<file path="src/design/pfs_pkg.sv">
// shared types, codes and reset values for the profile fetch sequencer
package pfs_pkg;

    typedef enum logic [1:0] {
        CMD_NONE = 2'd0,
        CMD_ECHO = 2'd1,
        CMD_SET  = 2'd2,
        CMD_GET  = 2'd3
    } cmd_t;

    localparam logic [1:0] KIND_TICK    = 2'd0;
    localparam logic [1:0] KIND_CONNECT = 2'd1;
    localparam logic [1:0] KIND_WRITE   = 2'd2;

    localparam logic [2:0] REG_FETCH_GAP     = 3'd0;
    localparam logic [2:0] REG_RESEND_DELAY  = 3'd1;
    localparam logic [2:0] REG_POLL_START    = 3'd2;
    localparam logic [2:0] REG_POLL_GAP      = 3'd3;
    localparam logic [2:0] REG_POLL_COUNT    = 3'd4;
    localparam logic [2:0] REG_REFETCH_DELAY = 3'd5;
    localparam logic [2:0] REG_UNLOCK_WAIT   = 3'd6;

    localparam logic [15:0] FETCH_GAP_RST     = 16'd80;
    localparam logic [15:0] RESEND_DELAY_RST  = 16'd500;
    localparam logic [15:0] POLL_START_RST    = 16'd1000;
    localparam logic [15:0] POLL_GAP_RST      = 16'd250;
    localparam logic [3:0]  POLL_COUNT_RST    = 4'd6;
    localparam logic [15:0] REFETCH_DELAY_RST = 16'd5500;
    localparam logic [15:0] UNLOCK_WAIT_RST   = 16'd4000;

    localparam logic [3:0] MAX_POLLS = 4'd14;

    localparam logic [7:0] RPT_FETCH_FIRST = 8'h70;
    localparam logic [7:0] RPT_FETCH_LAST  = 8'h7B;
    localparam logic [7:0] RPT_UNLOCK      = 8'h80;
    localparam logic [7:0] RPT_STATUS      = 8'h81;
    localparam logic [7:0] RPT_WRITE_LO    = 8'h60;
    localparam logic [7:0] RPT_WRITE_HI    = 8'h62;
    localparam logic [7:0] RPT_FW_ECHO     = 8'h65;

    typedef struct packed {
        logic [15:0] fetch_gap;
        logic [15:0] resend_delay;
        logic [15:0] poll_start;
        logic [15:0] poll_gap;
        logic [3:0]  poll_count;
        logic [15:0] refetch_delay;
        logic [15:0] unlock_wait;
    } cfg_t;

    typedef struct packed {
        logic [1:0]  kind;
        logic [31:0] now_ms;
        logic        link_up;
        logic        fw_report_ok;
        logic [7:0]  report_id;
    } event_t;

    typedef struct packed {
        cmd_t       command;
        logic [7:0] target;
    } res_t;

    typedef struct packed {
        logic [1:0] count;
        res_t       first;
        res_t       second;
        logic       ready;
    } step_out_t;

endpackage

</file>
<file path="src/design/profile_fetch_sequencer.sv">
// top level of the profile fetch sequencer
// An event transaction is captured in an input register and, once the output register
// has room for two, evaluated against the sequencer state in one pass; its zero, one
// or two result transactions go into a two-slot output register that delivers one
// result per cycle while the result side is ready. With the result side ready, an event
// that yields no or one result does not hold up the next, while one that yields two
// holds it until the first result has drained, as the single result port sets the pace.
// Configuration registers are written on cfg_wr_en.
module profile_fetch_sequencer (
    input  logic        aclk,
    input  logic        aresetn,
    input  logic        cfg_wr_en,
    input  logic [2:0]  cfg_index,
    input  logic [15:0] cfg_data,
    input  logic        s_valid,
    output logic        s_ready,
    input  logic [1:0]  s_kind,
    input  logic [31:0] s_now_ms,
    input  logic        s_link_up,
    input  logic        s_fw_report_ok,
    input  logic [7:0]  s_report_id,
    output logic        m_valid,
    input  logic        m_ready,
    output logic [1:0]  m_command,
    output logic [7:0]  m_target_report,
    output logic        m_profiles_ok,
    output logic        m_last
);
    import pfs_pkg::*;

    cfg_t      cfg;
    step_out_t res;
    event_t    ev_reg;
    logic      ev_valid_reg;
    logic      room;
    logic      fire;

    assign fire    = ev_valid_reg && room;
    assign s_ready = !ev_valid_reg || fire;

    always_ff @(posedge aclk) begin
        if (!aresetn) begin
            ev_valid_reg <= 1'b0;
        end else if (s_ready) begin
            ev_valid_reg <= s_valid;
        end
    end

    always_ff @(posedge aclk) begin
        if (s_ready && s_valid) begin
            ev_reg <= '{kind: s_kind, now_ms: s_now_ms, link_up: s_link_up,
                        fw_report_ok: s_fw_report_ok, report_id: s_report_id};
        end
    end

    pfs_cfg_regs u_cfg (
        .aclk      (aclk),
        .aresetn   (aresetn),
        .cfg_wr_en (cfg_wr_en),
        .cfg_index (cfg_index),
        .cfg_data  (cfg_data),
        .cfg       (cfg)
    );

    pfs_step u_step (
        .aclk    (aclk),
        .aresetn (aresetn),
        .fire    (fire),
        .ev      (ev_reg),
        .cfg     (cfg),
        .res     (res)
    );

    pfs_out_buf u_out (
        .aclk            (aclk),
        .aresetn         (aresetn),
        .load            (fire),
        .res             (res),
        .room            (room),
        .m_valid         (m_valid),
        .m_ready         (m_ready),
        .m_command       (m_command),
        .m_target_report (m_target_report),
        .m_profiles_ok   (m_profiles_ok),
        .m_last          (m_last)
    );

endmodule

</file>
<file path="src/design/pfs_cfg_regs.sv">
// configuration register bank
module pfs_cfg_regs (
    input  logic           aclk,
    input  logic           aresetn,
    input  logic           cfg_wr_en,
    input  logic [2:0]     cfg_index,
    input  logic [15:0]    cfg_data,
    output pfs_pkg::cfg_t  cfg
);
    import pfs_pkg::*;

    cfg_t cfg_reg;

    always_ff @(posedge aclk) begin
        if (!aresetn) begin
            cfg_reg.fetch_gap     <= FETCH_GAP_RST;
            cfg_reg.resend_delay  <= RESEND_DELAY_RST;
            cfg_reg.poll_start    <= POLL_START_RST;
            cfg_reg.poll_gap      <= POLL_GAP_RST;
            cfg_reg.poll_count    <= POLL_COUNT_RST;
            cfg_reg.refetch_delay <= REFETCH_DELAY_RST;
            cfg_reg.unlock_wait   <= UNLOCK_WAIT_RST;
        end else if (cfg_wr_en) begin
            case (cfg_index)
                REG_FETCH_GAP:     cfg_reg.fetch_gap     <= cfg_data;
                REG_RESEND_DELAY:  cfg_reg.resend_delay  <= cfg_data;
                REG_POLL_START:    cfg_reg.poll_start    <= cfg_data;
                REG_POLL_GAP:      cfg_reg.poll_gap      <= cfg_data;
                REG_POLL_COUNT:    cfg_reg.poll_count    <= cfg_data[3:0];
                REG_REFETCH_DELAY: cfg_reg.refetch_delay <= cfg_data;
                REG_UNLOCK_WAIT:   cfg_reg.unlock_wait   <= cfg_data;
                default: ;
            endcase
        end
    end

    assign cfg = cfg_reg;

endmodule

</file>
<file path="src/design/pfs_step.sv">
// sequencer state and per-event update logic
module pfs_step (
    input  logic               aclk,
    input  logic               aresetn,
    input  logic               fire,
    input  pfs_pkg::event_t    ev,
    input  pfs_pkg::cfg_t      cfg,
    output pfs_pkg::step_out_t res
);
    import pfs_pkg::*;

    logic        unlock_waiting_reg, unlock_waiting_next;
    logic [31:0] unlock_start_reg, unlock_start_next;
    logic        ready_flag_reg, ready_flag_next;
    logic [31:0] write_time_reg, write_time_next;
    logic [3:0]  save_round_reg, save_round_next;
    logic [7:0]  next_fetch_reg, next_fetch_next;
    logic [31:0] last_fetch_reg, last_fetch_next;
    logic        set_ready_reg, set_ready_next;

    logic [3:0]  polls;
    logic [4:0]  polls_p1;
    logic [4:0]  polls_p2;
    logic [31:0] since;
    logic [31:0] fetch_elapsed;
    logic [31:0] unlock_elapsed;
    logic [3:0]  round_m1;
    logic [19:0] poll_offset;
    logic [20:0] poll_thresh;

    assign polls          = (cfg.poll_count > MAX_POLLS) ? MAX_POLLS : cfg.poll_count;
    assign polls_p1       = {1'b0, polls} + 5'd1;
    assign polls_p2       = {1'b0, polls} + 5'd2;
    assign since          = ev.now_ms - write_time_reg;
    assign fetch_elapsed  = ev.now_ms - last_fetch_reg;
    assign unlock_elapsed = ev.now_ms - unlock_start_reg;
    assign round_m1       = save_round_reg - 4'd1;
    assign poll_offset    = cfg.poll_gap * round_m1;
    assign poll_thresh    = {5'd0, cfg.poll_start} + {1'b0, poll_offset};

    always_comb begin
        res_t r0;
        res_t r1;
        logic [1:0] n;
        r0 = '{command: CMD_NONE, target: 8'd0};
        r1 = '{command: CMD_NONE, target: 8'd0};
        n  = 2'd0;

        unlock_waiting_next = unlock_waiting_reg;
        unlock_start_next   = unlock_start_reg;
        ready_flag_next     = ready_flag_reg;
        write_time_next     = write_time_reg;
        save_round_next     = save_round_reg;
        next_fetch_next     = next_fetch_reg;
        last_fetch_next     = last_fetch_reg;
        set_ready_next      = set_ready_reg;

        case (ev.kind)
            KIND_CONNECT: begin
                if (ev.link_up && ev.fw_report_ok) begin
                    r0 = '{command: CMD_ECHO, target: RPT_FW_ECHO};
                    r1 = '{command: CMD_SET, target: RPT_UNLOCK};
                    n  = 2'd2;
                end else begin
                    r0 = '{command: CMD_SET, target: RPT_UNLOCK};
                    n  = 2'd1;
                end
                unlock_start_next   = ev.now_ms;
                unlock_waiting_next = 1'b1;
                ready_flag_next     = 1'b0;
            end
            KIND_WRITE: begin
                if (ev.report_id inside {[RPT_WRITE_LO:RPT_WRITE_HI]}) begin
                    write_time_next = ev.now_ms;
                    save_round_next = 4'd0;
                end
            end
            KIND_TICK: begin
                // paced fetch
                if (next_fetch_reg != 8'd0 && ev.link_up) begin
                    if (fetch_elapsed >= {16'd0, cfg.fetch_gap}) begin
                        last_fetch_next = ev.now_ms;
                        r0 = '{command: CMD_GET, target: next_fetch_reg};
                        n  = 2'd1;
                        if (next_fetch_reg >= RPT_FETCH_LAST) begin
                            next_fetch_next = 8'd0;
                            if (set_ready_reg) begin
                                set_ready_next  = 1'b0;
                                ready_flag_next = 1'b1;
                            end
                        end else begin
                            next_fetch_next = next_fetch_reg + 8'd1;
                        end
                    end
                end else if (next_fetch_reg != 8'd0) begin
                    next_fetch_next = 8'd0;
                    set_ready_next  = 1'b0;
                end

                // post-write schedule
                if (write_time_reg != 32'd0 && ev.link_up) begin
                    if (save_round_reg == 4'd0 && since >= {16'd0, cfg.resend_delay}) begin
                        if (n == 2'd0) r0 = '{command: CMD_SET, target: RPT_UNLOCK};
                        else           r1 = '{command: CMD_SET, target: RPT_UNLOCK};
                        n = n + 2'd1;
                        save_round_next = 4'd1;
                    end else if (save_round_reg >= 4'd1 && save_round_reg <= polls &&
                                 since >= {11'd0, poll_thresh}) begin
                        if (n == 2'd0) r0 = '{command: CMD_GET, target: RPT_STATUS};
                        else           r1 = '{command: CMD_GET, target: RPT_STATUS};
                        n = n + 2'd1;
                        save_round_next = save_round_reg + 4'd1;
                    end else if ({1'b0, save_round_reg} == polls_p1 &&
                                 since >= {16'd0, cfg.refetch_delay}) begin
                        next_fetch_next = RPT_FETCH_FIRST;
                        last_fetch_next = 32'd0;
                        set_ready_next  = 1'b0;
                        save_round_next = polls_p2[3:0];
                        write_time_next = 32'd0;
                    end
                end

                // unlock wait
                if (unlock_waiting_reg) begin
                    if (!ev.link_up) begin
                        unlock_waiting_next = 1'b0;
                        ready_flag_next     = 1'b1;
                    end else if (unlock_elapsed >= {16'd0, cfg.unlock_wait}) begin
                        next_fetch_next     = RPT_FETCH_FIRST;
                        last_fetch_next     = 32'd0;
                        set_ready_next      = 1'b1;
                        unlock_waiting_next = 1'b0;
                    end
                end
            end
            default: ;
        endcase

        res.count  = n;
        res.first  = r0;
        res.second = r1;
        res.ready  = ready_flag_next;
    end

    always_ff @(posedge aclk) begin
        if (!aresetn) begin
            unlock_waiting_reg <= 1'b0;
            unlock_start_reg   <= 32'd0;
            ready_flag_reg     <= 1'b1;
            write_time_reg     <= 32'd0;
            save_round_reg     <= 4'd0;
            next_fetch_reg     <= 8'd0;
            last_fetch_reg     <= 32'd0;
            set_ready_reg      <= 1'b0;
        end else if (fire) begin
            unlock_waiting_reg <= unlock_waiting_next;
            unlock_start_reg   <= unlock_start_next;
            ready_flag_reg     <= ready_flag_next;
            write_time_reg     <= write_time_next;
            save_round_reg     <= save_round_next;
            next_fetch_reg     <= next_fetch_next;
            last_fetch_reg     <= last_fetch_next;
            set_ready_reg      <= set_ready_next;
        end
    end

endmodule

</file>
<file path="src/design/pfs_out_buf.sv">
// two-slot result register that drains one transaction per cycle while m_ready is high
module pfs_out_buf (
    input  logic                aclk,
    input  logic                aresetn,
    input  logic                load,
    input  pfs_pkg::step_out_t  res,
    output logic                room,
    output logic                m_valid,
    input  logic                m_ready,
    output logic [1:0]          m_command,
    output logic [7:0]          m_target_report,
    output logic                m_profiles_ok,
    output logic                m_last
);
    import pfs_pkg::*;

    logic [1:0] cnt_reg, cnt_next;
    res_t       slot0_reg, slot0_next;
    res_t       slot1_reg, slot1_next;
    logic       ready_reg, ready_next;
    logic       pop;

    assign pop  = m_valid && m_ready;
    assign room = (cnt_reg == 2'd0) || (cnt_reg == 2'd1 && m_ready);

    always_comb begin
        cnt_next   = cnt_reg;
        slot0_next = slot0_reg;
        slot1_next = slot1_reg;
        ready_next = ready_reg;
        if (load) begin
            cnt_next   = res.count;
            slot0_next = res.first;
            slot1_next = res.second;
            ready_next = res.ready;
        end else if (pop) begin
            cnt_next   = cnt_reg - 2'd1;
            slot0_next = slot1_reg;
        end
    end

    always_ff @(posedge aclk) begin
        if (!aresetn) begin
            cnt_reg <= 2'd0;
        end else begin
            cnt_reg <= cnt_next;
        end
    end

    always_ff @(posedge aclk) begin
        slot0_reg <= slot0_next;
        slot1_reg <= slot1_next;
        ready_reg <= ready_next;
    end

    assign m_valid         = cnt_reg != 2'd0;
    assign m_command       = slot0_reg.command;
    assign m_target_report = slot0_reg.target;
    assign m_profiles_ok   = ready_reg;
    assign m_last          = cnt_reg == 2'd1;

endmodule

</file>
<file path="config.mk">
export PLATFORM = sky130hd
export DESIGN_NAME = profile_fetch_sequencer
export DESIGN_NICKNAME = d
export VERILOG_FILES = /design/src/design/pfs_pkg.sv /design/src/design/profile_fetch_sequencer.sv /design/src/design/pfs_cfg_regs.sv /design/src/design/pfs_step.sv /design/src/design/pfs_out_buf.sv
export SDC_FILE = /design/constraint.sdc
export NUM_CORES = 1
export LEC_CHECK = 0
export BUFFER_PORTS_ARGS = -buffer_cell sky130_fd_sc_hd__buf_2
export CAP_MARGIN = 20
export CORE_MARGIN = 8
export CORE_UTILIZATION = 45
export CTS_CLUSTER_DIAMETER = 150
export DETAILED_ROUTE_END_ITERATION = 10
export PLACE_DENSITY = 0.65
export SETUP_SLACK_MARGIN = 0.2
export SLEW_MARGIN = 20
export SYNTH_ARGS = -nofsm -noshare
export SYNTH_HDL_FRONTEND = slang
export SYNTH_SLANG_ARGS = --single-unit
export TNS_END_PERCENT = 100
</file>
<file path="constraint.sdc">
create_clock -name aclk -period 22.4 [get_ports aclk]
set_input_delay 6.72 -clock aclk [delete_from_list [all_inputs] [get_ports aclk]]
set_output_delay 6.72 -clock aclk [all_outputs]
set_load 0.05 [all_outputs]
</file>
Word-level counts from Yosys, hierarchy flattened --
Cells that the tools add are included.
Storage, ports and cells: ROM bits 0, memories 0, register bits 279, memory bits (writable) 0, bits in latches 0, output and inout port bits 14, word-level logic and storage cells 187
Operators by class: add/sub/neg operators 11, multiply operators 1, reduce and logical (&&, ||, !) cells 38, div/mod/pow operators 0, bitwise gates (word level) 0, $lt $le $gt $ge 11, shifts and indexed selects 0, eq/ne operators 16, mux-type cells 83
Operators by type and width (count):
- 32-bit two-way mux | 14
- 10-bit two-way mux | 16
- 32-bit by 16-bit >= comparator with 1-bit output | 4
- 32-bit subtractor | 3
- 8-bit two-way mux | 11
- 32-bit one-hot mux with 2 select lines | 1
- 10-bit one-hot mux with 2 select lines | 2
- 32-bit by 21-bit >= comparator with 1-bit output | 1
- 32-bit nonzero test | 1
- 4-bit two-way mux | 6
- 16-bit by 20-bit adder with 21-bit output | 1
- 1-bit two-way mux | 21
- 16-bit by 4-bit multiplier with 20-bit output | 1
- 2-bit AND reduction | 10
- 8-bit by 7-bit >= comparator with 1-bit output (second input constant) | 2
- 2-bit two-way mux | 8
- 1-bit logical AND | 12
- 3-bit equality test (second input constant) | 3
- 8-bit by 1-bit adder with 8-bit output (second input constant) | 1
- 8-bit by 7-bit less-or-equal comparator with 1-bit output (second input constant) | 1
- 4-bit one-hot mux with 2 select lines | 1
- 2-bit nonzero test | 4
- 8-bit nonzero test | 1
- 7-bit AND reduction | 1
- 25 further kinds | 34

Logic depth before layout (Yosys ltp) --
Gate-level depths: netlist of run 1.
word-level depth 12, mapped depth 37, mapped depth without buffers 35

By module --
Synthesis of run 1 repeated with hierarchy kept, for this count alone.
Second synthesis, totals: cell total of the unflattened synthesis 2590, area total of the unflattened synthesis 22078.7 µm²
Modules (own cells, without submodules):
- pfs_step | cells an instance 2121, sequential area each 2222.1 µm², area an instance 15890.2 µm², instances 1
- pfs_cfg_regs | cells an instance 368, sequential area each 2001.9 µm², area an instance 3865.0 µm², instances 1
- profile_fetch_sequencer | cells an instance 50, sequential area each 1341.3 µm², area an instance 1386.3 µm², instances 1
- pfs_out_buf | cells an instance 51, sequential area each 670.6 µm², area an instance 937.1 µm², instances 1

Worst setup path after synthesis of run 1 --
No wires, ideal clock.
kind in2out, start point in m_ready, end point out s_ready, data required time 15.680 ns, slack 8.457 ns, arrival time 7.223 ns, stages on the path 2, path buffers 0, cells stage by stage a21oi_1 -> nand2_1
Between the ends: cells in the longest elaborated chain, start to end 4
RTL lines:
- start, declared | RTL line profile_fetch_sequencer.sv:23 | input logic m_ready,
- 1-bit logical AND | RTL line pfs_out_buf.sv:24 | assign room = (cnt_reg == 2'd0) || (cnt_reg == 2'd1 && m_ready);
- 1-bit logical OR | RTL line pfs_out_buf.sv:24
- 1-bit logical AND | RTL line profile_fetch_sequencer.sv:38 | assign fire = ev_valid_reg && room;
- 1-bit logical OR | RTL line profile_fetch_sequencer.sv:39 | assign s_ready = !ev_valid_reg || fire;
- end, declared | RTL line profile_fetch_sequencer.sv:16 | output logic s_ready,
Every way passes these cells.

Worst setup path after layout of run 1 --
Same ends and word-level chain as after synthesis.

==> results of run 1 <==
[metrics by stage]
step	std cells	util, %	power [mW]	hold WS (ns)
6_report	3129	50.1	1.64	0.452
5_1_grt	3129	50.1	1.74	0.468
4_1_cts	3129	50.0	1.66	0.454
3_3_place_gp	3065	47.2	1.01	0.441
2_1_floorplan	2469	-	0.901	0.436
3_5_place_dp	3065	47.2	1.02	0.446
[power by group through the flow]
stage / Combinational [mW] / Sequential (mW) / Clock (mW)
finish: 0.469 / 0.547 / 0.621
global route: 0.531 / 0.550 / 0.658
CTS: 0.470 / 0.547 / 0.640
detailed placement: 0.466 / 0.557 / 0
global placement: 0.456 / 0.557 / 0
floorplan: 0.340 / 0.561 / 0
[layout make-up]
class	count	area share, %
multi-input cells	1816	57.4
flip-flops and latches	271	26.6
inverters	282	4.71
clock buffers	41	4.17
well taps	600	3.33
repair buffers	96	2.30
clock inverters	23	1.48
[cells by family after synthesis]
group	after synthesis	share of synthesized area [%]
muxes	20	1.01
DFF	271	29.4
and+or+nand+nor	758	17.7
buffers and inverters	382	7.27
AOI/OAI and AO/OA	685	22.7
adders and majority gates	271	18.3
xor gates and xnor gates	82	3.53
[synthesized netlist by cell type (all sizes together) (42+ instances only)]
master | number | area [um2]
nand3 | 48 | 240
fa | 46 | 921
dfxtp | 214 | 4280
a21oi | 245 | 1230
edfxtp | 57 | 1710
clkbuf | 79 | 297
ha | 225 | 2820
nor2b | 59 | 369
xnor2 | 48 | 420
nand2 | 355 | 1330
a21o | 58 | 437
o211ai | 42 | 315
nor2 | 99 | 377
inv | 281 | 1050
o21ai | 94 | 478
[worst max-delay path: stages]
cell and delay (ns):
buf_2 0.10, a21oi_1 0.21, nand2_1 0.09, buf_2 0.22
[path summary, 6_finish.rpt]
check | to | from
hold / removal | u_cfg.cfg[54] | u_cfg.cfg[54]
hold reg to reg | u_cfg.cfg[54] | u_cfg.cfg[54]
setup / recovery | s_ready | m_ready
setup reg to reg | u_step.last_fetch_reg[3] | u_step.save_round_reg[0]
[routing by layer]
metal	part of all wire, %	global-route usage (%)	routed length (um)
met5	0.016	0	9
met3	4.5	2.74	2490
met1	46	27.2	25400
met2	47	34.9	25500
met4	2.5	6.34	1370
[layout by cell type, fill, tap and decap left out, types with 42 or more instances in the layout]
cell type,n
a21o_1,57
nor2_1,97
dfxtp_1,214
edfxtp_1,57
ha_1,225
nor2b_1,59
fa_1,46
nand2_1,355
buf_2,81
inv_1,279
xnor2_1,48
o211ai_1,42
a21oi_1,243
o21ai_0,86
nand3_1,48
==> results.toml, run 1 <==
[outcome]
outcome = "completed"

[place]
gp_congestion = 0.874
dp_hpwl_um = 41600
place_area_um2 = 21200
io_buffers = 81
pre_cts_ws_ns = 8.34

[clock_tree]
clk_pin_slew_ns = 0.05
cts_made_buffers = 35
clock_latency_ns = 0.55
hold_buffers = 0
cts_root_buf = "clkbuf_16"
ctsLongestPathBuffers = 3
htree_levels = 2
cts.sinks = 271
cts_setup_buffers = 0
cts_tree = "built"
cts_resized = 0

[logic_synthesis]
syn_inst = 2469
synth_edf_count = 57
synth_cell_types = 91
synthesis.nets = 2808
yosysSeqAreaShare_pct = 29.4
ys_warn_count = 0
ys.flop_type = "dfxtp_1"
syn_area_um2 = 20400
async_reset_ff_share_pct = 0
syn_avg_cell_area_um2 = 8.25
synth-seq-cells = 271

[pwr]
p_int_mw = 1.10
p_sw_share_pct = 32.8
pwr-share-comb_pct = 28.7
ir_worst_vdd_mv = 0.0539
seqPwrFrac_pct = 33.4
p_leak_nw = 9.11
p_sw_mw = 0.537
clkPwrFrac_pct = 37.9
power_density_nw_per_um2 = 72.7

[cells_and_area]
diodes = 0
largest_reg_flops = 100
areaGrowthSynthToFinish_pct = 10.6
register_area_um2 = 6000
fin_area_um2 = 22500
drive_gt1_share_pct = 8.03
nets = 2841
multi_input_area_um2 = 12900
fillerInstances = 4303

[route]
drtIter0Drc = 1051
avgViaCountPerCell = 5.61
wl_um = 54800
vias = 17554
antenna_left = 0
firstDrtPassIters = 5
route.detailed.drc = 0
wl_per_cell_um = 17.5

[die]
die_w_um = 229
coreArea_um2 = 45000
initial_core_util_pct = 45.3
std_cell_rows = 78
pin_count = 82
dieArea_um2 = 52300
die-height_um = 229

[timing]
tns_ns = 0
rsz0062_at_grt = "no"
fin_skew_ns = 0.0334
fin_crit_sh_pct = 62.8
slew_headroom_pct = 34.1
hold_viol_final = 0
fmax_mhz = 71.1
fin_crit_ns = 14.07
maxSlewViolCount = 0
setup_ws_ns = 8.33
worst_slew_pin_slew_ns = 0.988
finalSetupViolations = 0

[global_routing]
grtUsageTotal_pct = 20.7
grt_pass1_wl_um = 90100
antenna_found_initial = 2
grt_max_degree = 81
grt_pass1_vias = 17458
overflow = 0

[setup_path]
arrival_ns = 7.35
critPathMaxFanout = 3
crit_path_start_kind = "input pin"
reg2reg_depth = 34
critical_path_class = "input pin to output port"
required_ns = 15.68
endpoint_kind = "output port"
r2r_slack_ns = 12.83

[run]
maxCapViolCount = 0

[worst_hold_path]
min_path_type = "register to register"
hold_depth = 2
Power figures use the tool's default switching activity.
==> run 2: changes to the inputs <==
Clock period 22.4 ns to 13.3 ns, I/O delays scaled along.
==> results.toml, run 2 (synthesis results as in run 1) <==
[outcome]
outcome = "completed"

[setup_path]
critPathMaxFanout = 31
arrival_ns = 10.10
critical_path_class = "register to register"
cp-endpoint = "u_step.last_fetch_reg[1]"
crit_path_start_kind = "register"
r2r-start = "u_step.save_round_reg[0]"
slowest_delay_ns = 0.77
r2r_slack_ns = 3.66
required_ns = 13.76
cp_slowest_cell = "xor2_1"
reg2reg_depth = 33
endpoint_kind = "register"
r2r-end = "u_step.last_fetch_reg[1]"
crit_start = "u_step.save_round_reg[0]"

[cells_and_area]
final_cell_mix = "355 x nand2_1, 279 x inv_1, 243 x a21oi_1, 225 x ha_1, 214 x dfxtp_1"
nets = 2839
largest_reg_flops = 100
drive_gt1_share_pct = 7.84
fillerInstances = 4318
final_common_cell = "nand2_1"
areaGrowthSynthToFinish_pct = 10.0
diodes = 0

[clock_tree]
cts.sinks = 271
clk_pin_slew_ns = 0.06
hold_buffers = 0
cts_resized = 0
htree_levels = 2
cts_setup_buffers = 0
cts_made_buffers = 34
cts_root_buf = "clkbuf_16"
ctsLongestPathBuffers = 3
cts_tree = "built"
clock_latency_ns = 0.57

[die]
pin_count = 82
die_w_um = 229
coreArea_um2 = 45000
initial_core_util_pct = 45.3
dieArea_um2 = 52300
die-height_um = 229
std_cell_rows = 78

[place]
pre_cts_ws_ns = 3.58
dp_hpwl_um = 43800
gp_congestion = 0.928
io_buffers = 81

[global_routing]
grt_pass1_vias = 17639
antenna_found_initial = 0
grtUsageTotal_pct = 21.6
grt_max_degree = 81
grt_pass1_wl_um = 93200
overflow = 0

[timing]
fmax_mhz = 104
fin_skew_ns = 0.0198
finalSetupViolations = 0
hold_viol_final = 0
setup_ws_ns = 3.66
slew_headroom_pct = 33.2
fin_crit_sh_pct = 72.5
fin_crit_ns = 9.64
worst_slew_pin_slew_ns = 0.997
tns_ns = 0
rsz0062_at_grt = "no"
maxSlewViolCount = 0

[worst_hold_path]
min_path_type = "register to register"

[pwr]
ir_worst_vdd_mv = 0.0926
p_leak_nw = 9.05
power_density_nw_per_um2 = 120

[route]
avgViaCountPerCell = 5.66
wl_um = 57300
dr.max_layer_used = "met4"
route.detailed.drc = 0
met3_length_um = 2580
vias = 17674
wl_per_cell_um = 18.3
wl_met1_um = 26600
route.met2.wl_um = 26200
drtIter0Drc = 1209
antenna_left = 0
firstDrtPassIters = 5

[run]
maxCapViolCount = 0
==> run 2: cell types whose count changed in the layout (fill, tap and decap cells not counted), sizes merged <==
cell    change
bufinv      -6
clkbuf      +5
buf         -1
inv         +4
clkinv      -6
==> run 2: layout make-up <==
type	count	area (um2)	share of cell area, %
repair buffers	95	518	2.31
multi-input cells	1816	12900	57.7
inverters	282	1060	4.73
clock buffers	46	977	4.36
clock inverters	15	180	0.804
well taps	600	751	3.35
flip-flops and latches	271	6000	26.8
==> run 2: how the worst min path moves through the flow <==
| stage | startpoint | end | depth (start not counted) |
|---|---|---|---|
| 2_1_floorplan | u_cfg.cfg[12] | u_cfg.cfg[12] | 2 |
| 3_3_place_gp | u_cfg.cfg[78] | u_cfg.cfg[78] | 2 |
| 3_5_place_dp | u_cfg.cfg[97] | u_cfg.cfg[97] | 2 |
| 4_1_cts | u_cfg.cfg[97] | u_cfg.cfg[97] | 2 |
| 5_1_grt | u_step.unlock_start_reg[10] | u_step.unlock_start_reg[10] | 2 |
| 6_report | u_step.unlock_start_reg[6] | u_step.unlock_start_reg[6] | 2 |
==> run 2: metal layers <==
layer / GRT usage (%) / up-vias
met5: 0 / -
met4: 8.00 / 0
met3: 2.53 / 101
met2: 35.4 / 452
met1: 28.8 / 8380
li1: - / 8741
==> run 2: report_power, final <==
part	internal (mW)	switching [mW]
registers	0.882	0.0393
clock network	0.564	0.393
logic	0.309	0.496
==> run 2: worst max-delay path: cells and delay by family, from the launching register on <==
family,cells,cell delay [ns]
compound gates,18,4.75
buf+inv,3,0.44
fa+ha+maj,6,2.43
simple gates,5,0.77
flops,1,0.30
xor+xnor,1,0.77
==> run 2: per-stage QoR <==
step / utilization [%] / instances / total power [mW] / instance area, um2 / hold slack [ns]
2_1_floorplan: - / 2469 / 1.52 / 20400 / 0.436
4_1_cts: 49.7 / 3124 / 2.70 / 22400 / 0.454
5_1_grt: 49.8 / 3125 / 2.84 / 22400 / 0.467
3_5_place_dp: 47.2 / 3063 / 1.74 / 21200 / 0.446
3_3_place_gp: 47.2 / 3063 / 1.72 / 21200 / 0.442
6_report: 49.8 / 3125 / 2.68 / 22400 / 0.453
